[src/sv/ssd_pkg.sv]
// Shared constants and types for the segment-to-segment distance block.
// No dependencies; every other source file depends on this package.
package ssd_pkg;

  localparam int COORD_BITS_DEF = 24;
  localparam int OUT_W          = 25;
  localparam int SC_FRAC        = 32;
  localparam int QW             = SC_FRAC + 1;
  localparam int FIFO_DEPTH     = 4;
  localparam logic [OUT_W-1:0] OUT_MAX = '1;

  // queue status seen by the front and back parts
  typedef struct packed {
    logic full;
    logic empty;
  } q_stat_t;

  // width of the dot products a..e
  function automatic int ssd_dw(input int c);
    return 2 * c + 4;
  endfunction

  // width of D, the numerators and the denominators
  function automatic int ssd_pw(input int c);
    return 2 * ssd_dw(c) + 2;
  endfunction

  // width of one queue word: sn, sd, tn, td and the nine u/v/w components
  function automatic int ssd_ew(input int c);
    return 4 * ssd_pw(c) + 9 * (c + 1);
  endfunction

endpackage

[src/sv/ssd_fifo.sv]
// Short queue that decouples the front part from the back part.
// Depends on ssd_pkg for the depth and the status struct.
module ssd_fifo import ssd_pkg::*; #(
  parameter int WIDTH = 8
) (
  input  logic             clk,
  input  logic             rst_n,
  input  logic             push,
  input  logic [WIDTH-1:0] push_data,
  input  logic             pop,
  output logic [WIDTH-1:0] pop_data,
  output q_stat_t          stat
);

  localparam int AW = $clog2(FIFO_DEPTH);

  logic [WIDTH-1:0] mem [FIFO_DEPTH];
  logic [AW-1:0]    wp_r, rp_r;
  logic [AW:0]      cnt_r;

  assign stat.full  = (cnt_r == (AW+1)'(FIFO_DEPTH));
  assign stat.empty = (cnt_r == '0);
  assign pop_data   = mem[rp_r];

  always_ff @(posedge clk) begin
    if (push) begin
      mem[wp_r] <= push_data;
    end
  end

  always_ff @(posedge clk) begin
    if (!rst_n) begin
      wp_r  <= '0;
      rp_r  <= '0;
      cnt_r <= '0;
    end else begin
      if (push) begin
        wp_r <= wp_r + 1'b1;
      end
      if (pop) begin
        rp_r <= rp_r + 1'b1;
      end
      cnt_r <= cnt_r + (AW+1)'(push) - (AW+1)'(pop);
    end
  end

  a_no_pop_empty : assert property (@(posedge clk) disable iff (!rst_n)
    pop |-> !stat.empty) else $error("queue popped while empty");
  a_no_push_full : assert property (@(posedge clk) disable iff (!rst_n)
    push |-> !stat.full) else $error("queue pushed while full");
  a_cnt_up : assert property (@(posedge clk) disable iff (!rst_n)
    (push && !pop) |=> cnt_r == $past(cnt_r) + 1'b1) else $error("queue count lost a word");
  a_cnt_max : assert property (@(posedge clk) disable iff (!rst_n)
    cnt_r <= (AW+1)'(FIFO_DEPTH)) else $error("queue count beyond depth");

endmodule

[config.mk]
export PLATFORM = sky130hd
export DESIGN_NAME = ssd_fifo
export DESIGN_NICKNAME = d
export VERILOG_FILES = /design/src/sv/ssd_pkg.sv /design/src/sv/ssd_fifo.sv
export SDC_FILE = /design/constraint.sdc
export NUM_CORES = 1
export LEC_CHECK = 0
export ABC_AREA = 0
export BUFFER_PORTS_ARGS = -buffer_cell sky130_fd_sc_hd__buf_4
export CAP_MARGIN = 5
export CORE_UTILIZATION = 45
export DETAILED_ROUTE_END_ITERATION = 7
export PLACE_DENSITY_LB_ADDON = 0.3
export SLEW_MARGIN = 20
export SYNTH_ARGS = -nofsm -noshare
export SYNTH_HDL_FRONTEND = slang
export SYNTH_SLANG_ARGS = --single-unit
[constraint.sdc]
create_clock -name clk -period 3.7 [get_ports clk]
set_input_delay 0.185 -clock clk [delete_from_list [all_inputs] [get_ports clk]]
set_output_delay 0.185 -clock clk [all_outputs]
set_load 0.1 [all_outputs]
==> flow_metrics.py, run 1 <==
metrics = {
    "critical_path": {
        "critPathTopFamily": "flip-flops",
        "cp_max_fo": 8,
        "rr_startpoint": "cnt_r[0]$_SDFF_PN0_",
        "critical-path-max-stage-delay_ps": 670,
        "crit_slowest_cell": "dfxtp_1",
        "start_kind": "flip-flop",
        "crit_type": "reg2out",
        "arrival_ps": 1840,
        "cp-end-kind": "output port",
        "worstPathRequired_ps": 3510,
        "crit_chain": "mux4_2 > buf_4",
        "crit_buf_inv": 1,
    },
    "clock_network": {
        "cts_tree": "built",
        "clk_latency_ps": 340,
        "cts_setup_buffers": 0,
        "clkSinkCount": 41,
        "clock-root-buffer": "clkbuf_4",
        "hold_buffers": 0,
        "cts_max_level": 2,
        "cts-buffers-inserted": 5,
        "worst_setup_hold_path_clk_slew_ps": 110,
        "ctsResizeCount": 0,
        "clock_path_buffers": 2,
    },
    "finish": {
        "layout_commonest_cell": "edfxtp_1",
        "fin_nets": 130,
        "layout_common_cells": "edfxtp_1 (32), buf_4 (21), dfxtp_1 (9), mux4_2 (8), inv_1 (7)",
        "seq_area_um2": 1140,
        "drive_above_1_share_pct": 33.0,
        "syn_to_final_growth_pct": 15.6,
        "fin_util_pct": 55.0,
        "finish.instance_area_um2": 1850,
        "multi_input_area_um2": 417,
        "diodes": 0,
        "nFillCells": 299,
    },
    "global_route": {
        "antenna_found_initial": 0,
        "gr-usage-all-layers_pct": 14.9,
        "grt_pass1_vias": 747,
        "grt_pass1_wl_mm": 3.64,
        "grt.overflow.total": 0,
        "grt_max_degree": 13,
    },
    "timing": {
        "rsz0062_at_grt": "false",
        "fin_tns_setup_ps": 0,
        "fmax_mhz": 493,
        "fin_crit_sh_pct": 54.8,
        "drv_slew": 0,
        "max_slew_margin_pct": 64.7,
        "min_period_ps": 2030,
        "clock_skew_ps": 5.09,
        "final_hold_viol_count": 0,
        "worst_slew_pin_slew_ps": 529,
        "setup_viol": 0,
        "fin_ws_ps": 1670,
    },
    "power": {
        "p_leak_nw": 0.685,
        "seqPwrFrac_pct": 52.0,
        "vdd_drop_max_v": 0.000220,
        "clockPowerShare_pct": 19.8,
        "power_w": 0.00106,
        "p_int_w": 0.000691,
        "comb_power_share_pct": 28.2,
        "p_switching_w": 0.000366,
        "p_per_area_nw_per_um2": 571,
        "switching_share_pct": 34.6,
    },
    "logic_synthesis": {
        "synthDistinctLibCells": 18,
        "seq_area_frac_synth_pct": 71.3,
        "syn_inst": 85,
        "syn-cell-area_um2": 1600,
        "yosysWarnings": 0,
        "ys_ff_latch": 41,
        "synth_nets": 104,
        "syn_avg_cell_area_um2": 18.8,
    },
    "outcome": {
        "status": "completed",
    },
    "floorplanning": {
        "core_area_um2": 3360,
        "die_area_um2": 3800,
        "rows": 21,
        "start_util_pct": 47.6,
        "io_pins": 22,
        "die_h_um": 61.6,
        "fp.dieW_um": 61.6,
    },
    "min_path": {
        "min_from": "push_data[0]",
        "hold_class": "in2reg",
    },
    "placed_design": {
        "placed_area_um2": 1800,
        "routabilityCongestion": 0.604,
        "dp_hpwl_mm": 1.66,
        "portBuffers": 21,
        "post-place-ws_ps": 2000,
    },
    "drt": {
        "drc": 0,
        "vias_per_cell": 4.79,
        "ant_nets": 0,
        "drt-initial-drc-count": 24,
        "vias": 757,
        "drtPass1Iterations": 4,
        "drt_wl_total_mm": 2.38,
        "routedWlPerCell_um": 15.0,
    },
    "job": {
        "cap_violations": 0,
    },
}
[power groups by stage]
stage | sequential, W | clock [W] | combinational (W)
CTS | 0.000551 | 0.000219 | 0.000301
detailed placement | 0.000561 | 0 | 0.000301
floorplan | 0.000550 | 0 | 0.000248
global route | 0.000555 | 0.000238 | 0.000314
finish | 0.000550 | 0.000209 | 0.000298
global placement | 0.000560 | 0 | 0.000292
[final timing paths]
path | depth (start not counted) | slack (ps) | to
hold / removal | 1 | 30 | mem[1][0]$_DFFE_PP_
setup / recovery | 2 | 1670 | pop_data[1]
hold reg to reg | 2 | 560 | rp_r[1]$_SDFFE_PN0P_
setup reg to reg | 7 | 2060 | cnt_r[2]$_SDFF_PN0_
[area by class of cell]
class | instances | area share, %
Clock buffer | 6 | 2.23
Clock inverter | 2 | 0.541
Inverter | 7 | 1.42
Multi-Input combinational cell | 35 | 22.5
Sequential cell | 41 | 61.7
Tap cell | 46 | 3.11
Timing Repair Buffer | 21 | 8.52
[flip-flops by register name, indices dropped and copies added (netlist names), named ones only]
name / cells
cnt_r: 3
mem: 32
wp_r: 2
rp_r: 2
[synthesized netlist by cell type, drive strengths merged]
library cell	count	area share, %
a21oi	1	0.31
ha	6	4.7
and3	1	0.39
buf	1	0.70
a21bo	1	0.63
nand3b	1	0.47
mux4	8	11
fa	1	1.3
nor3	1	0.31
xor3	1	1.5
inv	7	1.6
dfxtp	9	11
nor2	5	1.2
and2	6	2.3
clkbuf	1	0.31
edfxtp	32	60
mux2i	1	0.63
xnor2	2	1.1
[stage by stage]
stage               hold WS [ps]  std cells
floorplan                    284         85
global placement             385        150
detailed placement           393        150
CTS                         16.3        158
global route                2.76        158
finish                      33.4        158
[kinds of logic (layout without fill, tap and decap cells)]
group	Yosys count	after routing	share of synthesized area, %
AOI/OAI and AO/OA	2	2	0.938
adders and majority gates	7	7	5.94
muxes	9	9	11.9
xor gates and xnor gates	3	3	2.58
buffers and inverters	9	36	2.66
and+or+nand+nor	14	14	4.69
DFF	41	41	71.3
[routing by layer]
layer  up-vias  wire [um]  track usage [%]
li1        368          -                -
met1       366       1060             17.5
met2        17       1150             23.5
met3         6         97             6.30
met4         0         59             7.62
met5         -          0                0
[worst register-to-register path, delay by kind of cell, from the launching register on]
family	cells	cell delay (ps)
xor gates and xnor gates	1	210
adders and majority gates	3	850
buffers and inverters	2	100
DFF	1	350
and+or+nand+nor	1	40
Power figures use the tool's default switching activity.
==> inputs of run 2 (changes only) <==
==> constraint.sdc (replaced) <==
create_clock -name clk -period 1.75 [get_ports clk]
set_input_delay 0.0875 -clock clk [delete_from_list [all_inputs] [get_ports clk]]
set_output_delay 0.0875 -clock clk [all_outputs]
set_load 0.1 [all_outputs]
==> flow_metrics.py, run 2 (same netlist as run 1, synthesis figures left out) <==
metrics = {
    "clock_network": {
        "worst_setup_hold_path_clk_slew_ps": 120,
        "cts_setup_buffers": 0,
        "clk_latency_ps": 340,
        "cts_max_level": 2,
        "cts_tree": "built",
        "clock-root-buffer": "clkbuf_4",
        "clock_path_buffers": 2,
        "cts-buffers-inserted": 5,
        "clkSinkCount": 41,
    },
    "power": {
        "p_int_w": 0.00169,
        "switching_share_pct": 32.1,
        "seqPwrFrac_pct": 46.5,
        "p_leak_nw": 0.756,
        "p_per_area_nw_per_um2": 1220,
        "vdd_drop_max_v": 0.000596,
        "p_switching_w": 0.000800,
        "clockPowerShare_pct": 25.5,
        "comb_power_share_pct": 28.0,
        "power_w": 0.00249,
    },
    "finish": {
        "finish.instance_area_um2": 2030,
        "drive_above_1_share_pct": 33.6,
        "largest_register_ff_count": 32,
        "layout_commonest_cell": "edfxtp_1",
        "nFillCells": 262,
        "diodes": 0,
        "fin_util_pct": 60.5,
        "layout_common_cells": "edfxtp_1 (32), buf_4 (13), dlygate4sd3_1 (9)",
        "regMostFlops": "mem",
        "syn_to_final_growth_pct": 27.1,
        "fin_nets": 140,
        "reg_top3": "mem: 32 flops, cnt_r: 3 flops",
    },
    "job": {
        "cap_violations": 0,
    },
    "drt": {
        "vias_per_cell": 4.90,
        "drt-initial-drc-count": 16,
        "routedWlPerCell_um": 15.0,
        "ant_nets": 0,
        "drc": 0,
        "drt_wl_total_mm": 2.52,
        "vias": 823,
        "drtPass1Iterations": 4,
    },
    "global_route": {
        "grt_pass1_vias": 823,
        "grt.overflow.total": 0,
        "gr-usage-all-layers_pct": 15.0,
        "grt_max_degree": 14,
        "grt_pass1_wl_mm": 3.65,
        "antenna_found_initial": 0,
    },
    "critical_path": {
        "critical-path-max-stage-delay_ps": 560,
        "reg2regPathDepth": 7,
        "arrival_ps": 1600,
        "start_kind": "flip-flop",
        "cp-end-kind": "output port",
        "crit_type": "reg2out",
        "crit_chain": "buf_6 > mux4_2 > buf_12",
        "worstPathRequired_ps": 1660,
        "crit_slowest_cell": "mux4_2",
        "cp_max_fo": 8,
    },
    "timing": {
        "fin_ws_ps": 60.7,
        "setup_viol": 0,
        "max_slew_margin_pct": 69.4,
        "fmax_mhz": 592,
        "min_period_ps": 1690,
        "final_hold_viol_count": 0,
        "drv_slew": 0,
        "clock_skew_ps": 8.50,
        "whs_ps": 51.1,
        "fin_crit_sh_pct": 96.5,
        "worst_slew_pin_slew_ps": 459,
    },
    "placed_design": {
        "dp_hpwl_mm": 1.72,
        "placed_area_um2": 1810,
        "portBuffers": 21,
        "routabilityCongestion": 0.632,
        "post-place-ws_ps": 129,
    },
    "min_path": {
        "holdPathStages": 3,
        "hold_class": "in2reg",
    },
    "floorplanning": {
        "start_util_pct": 47.6,
        "core_area_um2": 3360,
        "rows": 21,
        "fp.dieW_um": 61.6,
        "io_pins": 22,
        "die_h_um": 61.6,
        "die_area_um2": 3800,
    },
    "outcome": {
        "status": "completed",
    },
}
run 2: changes by cell type in the layout (fill, tap and decap cells not counted), moves of 2 or more:
| cell | delta |
|---|---|
| clkinv_2 | -2 |
| dlygate4sd3_1 | +9 |
| buf_6 | +8 |
| buf_4 | -8 |
run 2: critical path: cells and delay by family (launching register included):
| kind | cells | cell delay (ps) |
|---|---|---|
| flops | 1 | 350 |
| buf+inv | 2 | 350 |
| mux | 1 | 560 |
run 2: worst paths after layout:
kind	startpoint	endpoint	slack [ps]
worst min-delay path	push	wp_r[0]$_SDFFE_PN0P_	50
worst min register to register	rp_r[1]$_SDFFE_PN0P_	rp_r[1]$_SDFFE_PN0P_	550
worst max-delay path	flip-flop	pop_data[2]	60
worst max register to register	cnt_r[0]$_SDFF_PN0_	cnt_r[2]$_SDFF_PN0_	120
run 2: area by class of cell:
| type | count | area, um^2 | share of cell area, % |
|---|---|---|---|
| clock buffer | 6 | 51.3 | 2.52 |
| clock inverter | 2 | 37.5 | 1.85 |
| inverter | 7 | 26.3 | 1.29 |
| multi-input combinational | 35 | 422 | 20.7 |
| sequential | 41 | 1140 | 56.2 |
| tap | 46 | 57.6 | 2.83 |
| timing repair buffer | 31 | 298 | 14.6 |
run 2: stage by stage:
step	setup TNS, ps	instances
finish	0	168
global route	-6.73	168
CTS	0	168
detailed placement	0	151
global placement	0	151
floorplan	0	85
run 2: per-layer routing:
layer,vias to the layer above,global-route usage (%),part of all wire (%)
met5,-,0,0
met4,0,7.62,2.0
met3,8,6.51,3.9
met2,19,27.3,54
met1,411,14.3,40
li1,385,-,-
run 2: what timing repair did:
item                                    CTS  global route
cloned                                    0             0
endpoints found under the setup margin    8             8
endpoints found under the hold margin    34             0
resized for setup                         8             4
hold buffers                              9             0
pin swaps                                 0             0
run 2: power by group through the flow:
stage	Clock (W)	Combinational (W)	Sequential, W
finish	0.000636	0.000697	0.00116
CTS	0.000654	0.000693	0.00116
floorplan	0	0.000527	0.00117
global route	0.000689	0.000730	0.00117
detailed placement	0	0.000654	0.00118
global placement	0	0.000634	0.00117
==> inputs of run 3 (changes only) <==
--- a/config.mk
+++ b/config.mk
@@ -8,6 +8,7 @@
 export ABC_AREA = 0
 export BUFFER_PORTS_ARGS = -buffer_cell sky130_fd_sc_hd__buf_4
 export CAP_MARGIN = 5
+export CORE_MARGIN = 2
 export CORE_UTILIZATION = 45
 export DETAILED_ROUTE_END_ITERATION = 7
 export PLACE_DENSITY_LB_ADDON = 0.3
==> flow_metrics.py, run 3 (same netlist as run 1, synthesis figures left out) <==
metrics = {
    "clock_network": {
        "clock-root-buffer": "clkbuf_4",
        "clock_path_buffers": 2,
        "worst_setup_hold_path_clk_slew_ps": 110,
        "cts-buffers-inserted": 5,
        "clk_latency_ps": 340,
        "clkSinkCount": 41,
        "cts_tree": "built",
        "cts_max_level": 2,
    },
    "placed_design": {
        "dp_hpwl_mm": 1.67,
        "routabilityCongestion": 0.771,
        "placed_area_um2": 1810,
        "post-place-ws_ps": 130,
        "portBuffers": 21,
    },
    "finish": {
        "fin_util_pct": 59.7,
        "diodes": 0,
        "reg_top3": "mem: 32 flops, cnt_r: 3 flops",
        "layout_common_cells": "edfxtp_1 (32), buf_4 (16), dlygate4sd3_1 (9), mux4_2 (8), dfxtp_1 (8)",
        "largest_register_ff_count": 32,
        "fin_nets": 140,
        "syn_to_final_growth_pct": 25.6,
        "drive_above_1_share_pct": 32.0,
        "layout_commonest_cell": "edfxtp_1",
        "finish.instance_area_um2": 2010,
        "regMostFlops": "mem",
    },
    "global_route": {
        "grt_pass1_wl_mm": 3.91,
        "gr-usage-all-layers_pct": 13.4,
        "grt_max_degree": 13,
        "grt_pass1_vias": 823,
        "antenna_found_initial": 0,
        "grt.overflow.total": 0,
    },
    "floorplanning": {
        "fp.dieW_um": 63.6,
        "core_area_um2": 3360,
        "rows": 21,
        "die_h_um": 63.6,
        "die_area_um2": 4050,
        "start_util_pct": 47.6,
        "io_pins": 22,
    },
    "critical_path": {
        "rr_startpoint": "cnt_r[0]$_SDFF_PN0_",
        "reg2regPathDepth": 7,
        "cp_max_fo": 8,
        "crit_chain": "buf_6 > mux4_2 > buf_4",
        "critical-path-max-stage-delay_ps": 500,
        "crit_buf_inv": 2,
        "crit_type": "reg2out",
        "ff2ff_setup_slack_ps": 130,
        "worstPathRequired_ps": 1660,
        "start_kind": "flip-flop",
        "arrival_ps": 1580,
        "cp-end-kind": "output port",
        "r2r-end": "cnt_r[2]$_SDFF_PN0_",
        "critPathTopFamily": "multiplexers",
        "crit_slowest_cell": "mux4_2",
    },
    "job": {
        "cap_violations": 0,
    },
    "timing": {
        "worst_slew_pin_slew_ps": 448,
        "setup_viol": 0,
        "fin_ws_ps": 79.0,
        "fin_crit_sh_pct": 95.5,
        "drv_slew": 0,
        "whs_ps": 43.0,
        "clock_skew_ps": 13.1,
        "min_period_ps": 1670,
        "max_slew_margin_pct": 70.2,
        "final_hold_viol_count": 0,
        "fmax_mhz": 598,
    },
    "drt": {
        "ant_nets": 0,
        "vias_per_cell": 4.85,
        "drc": 0,
        "drt_wl_total_mm": 2.31,
        "drt-initial-drc-count": 26,
        "drtPass1Iterations": 4,
        "routedWlPerCell_um": 13.8,
        "vias": 814,
    },
    "power": {
        "p_leak_nw": 0.748,
        "p_per_area_nw_per_um2": 1200,
        "vdd_drop_max_v": 0.000706,
    },
    "min_path": {
        "holdPathStages": 3,
        "min_from": "push",
        "hold_class": "in2reg",
        "min_to": "wp_r[1]$_SDFFE_PN0P_",
    },
    "outcome": {
        "status": "completed",
    },
}
-- run 3: changes by cell type in the layout (fill, tap and decap cells not counted), sizes merged --
cell / previous run / this run
clkinv: 0 / 1
clkinvlp: 1 / 0
-- run 3: timing repair --
item	in CTS	in global routing
setup endpoints to repair	1	8
hold buffers	9	0
setup buffers	0	0
gates resized for setup	1	8
hold endpoints to repair	34	0
-- run 3: final cells by class --
class                      count  area [um^2]
tap                           46         57.6
clock buffer                   6         41.3
inverter                       7         26.3
multi-input combinational     35          422
sequential                    41         1140
clock inverter                 2         33.8
timing repair buffer          31          287
fill                         292         1350
-- run 3: worst max-delay path by stage --
stage	startpoint	end	slack [ps]	depth (start not counted)
after CTS	flip-flop	pop_data[5]	5	3
after global placement	cnt_r[0]$_SDFF_PN0_	cnt_r[2]$_SDFF_PN0_	200	7
after global routing	flip-flop	pop_data[0]	-10	3
after detailed placement	cnt_r[0]$_SDFF_PN0_	cnt_r[2]$_SDFF_PN0_	130	7
final	flip-flop	pop_data[0]	80	3
after floorplan	cnt_r[1]$_SDFF_PN0_	stat[0]	130	1
-- run 3: routing by layer --
metal / GRT usage, % / wire [um] / part of all wire, % / vias to the layer above
met5: 0 / 0 / 0 / -
met1: 15.4 / 911 / 39 / 404
met4: 7.34 / 36 / 1.6 / 0
met2: 22.0 / 1270 / 55 / 19
met3: 4.46 / 100 / 4.3 / 4
li1: - / - / - / 387
-- run 3: where the power goes --
| part | leakage [nW] | total (W) | switching, W | internal, W |
|---|---|---|---|---|
| sequential | 0.369 | 0.00116 | 0.0000407 | 0.00112 |
| combinational | 0.339 | 0.000678 | 0.000450 | 0.000228 |
| clock | 0.0399 | 0.000570 | 0.000272 | 0.000298 |
| total | 0.748 | 0.00241 | 0.000763 | 0.00164 |
-- run 3: stage by stage --
| step | TNS, ps | total power [W] | cells |
|---|---|---|---|
| 3_3_place_gp | 0 | 0.00181 | 151 |
| 4_1_cts | 0 | 0.00241 | 168 |
| 6_report | 0 | 0.00241 | 168 |
| 3_5_place_dp | 0 | 0.00183 | 151 |
| 5_1_grt | -46.6 | 0.00251 | 168 |
| 2_1_floorplan | 0 | 0.00169 | 85 |
-- run 3: tightest hold or removal path, stage by stage --
cell     delay [ps]
buf_4           120
mux2i_1          70
nor2_1           70
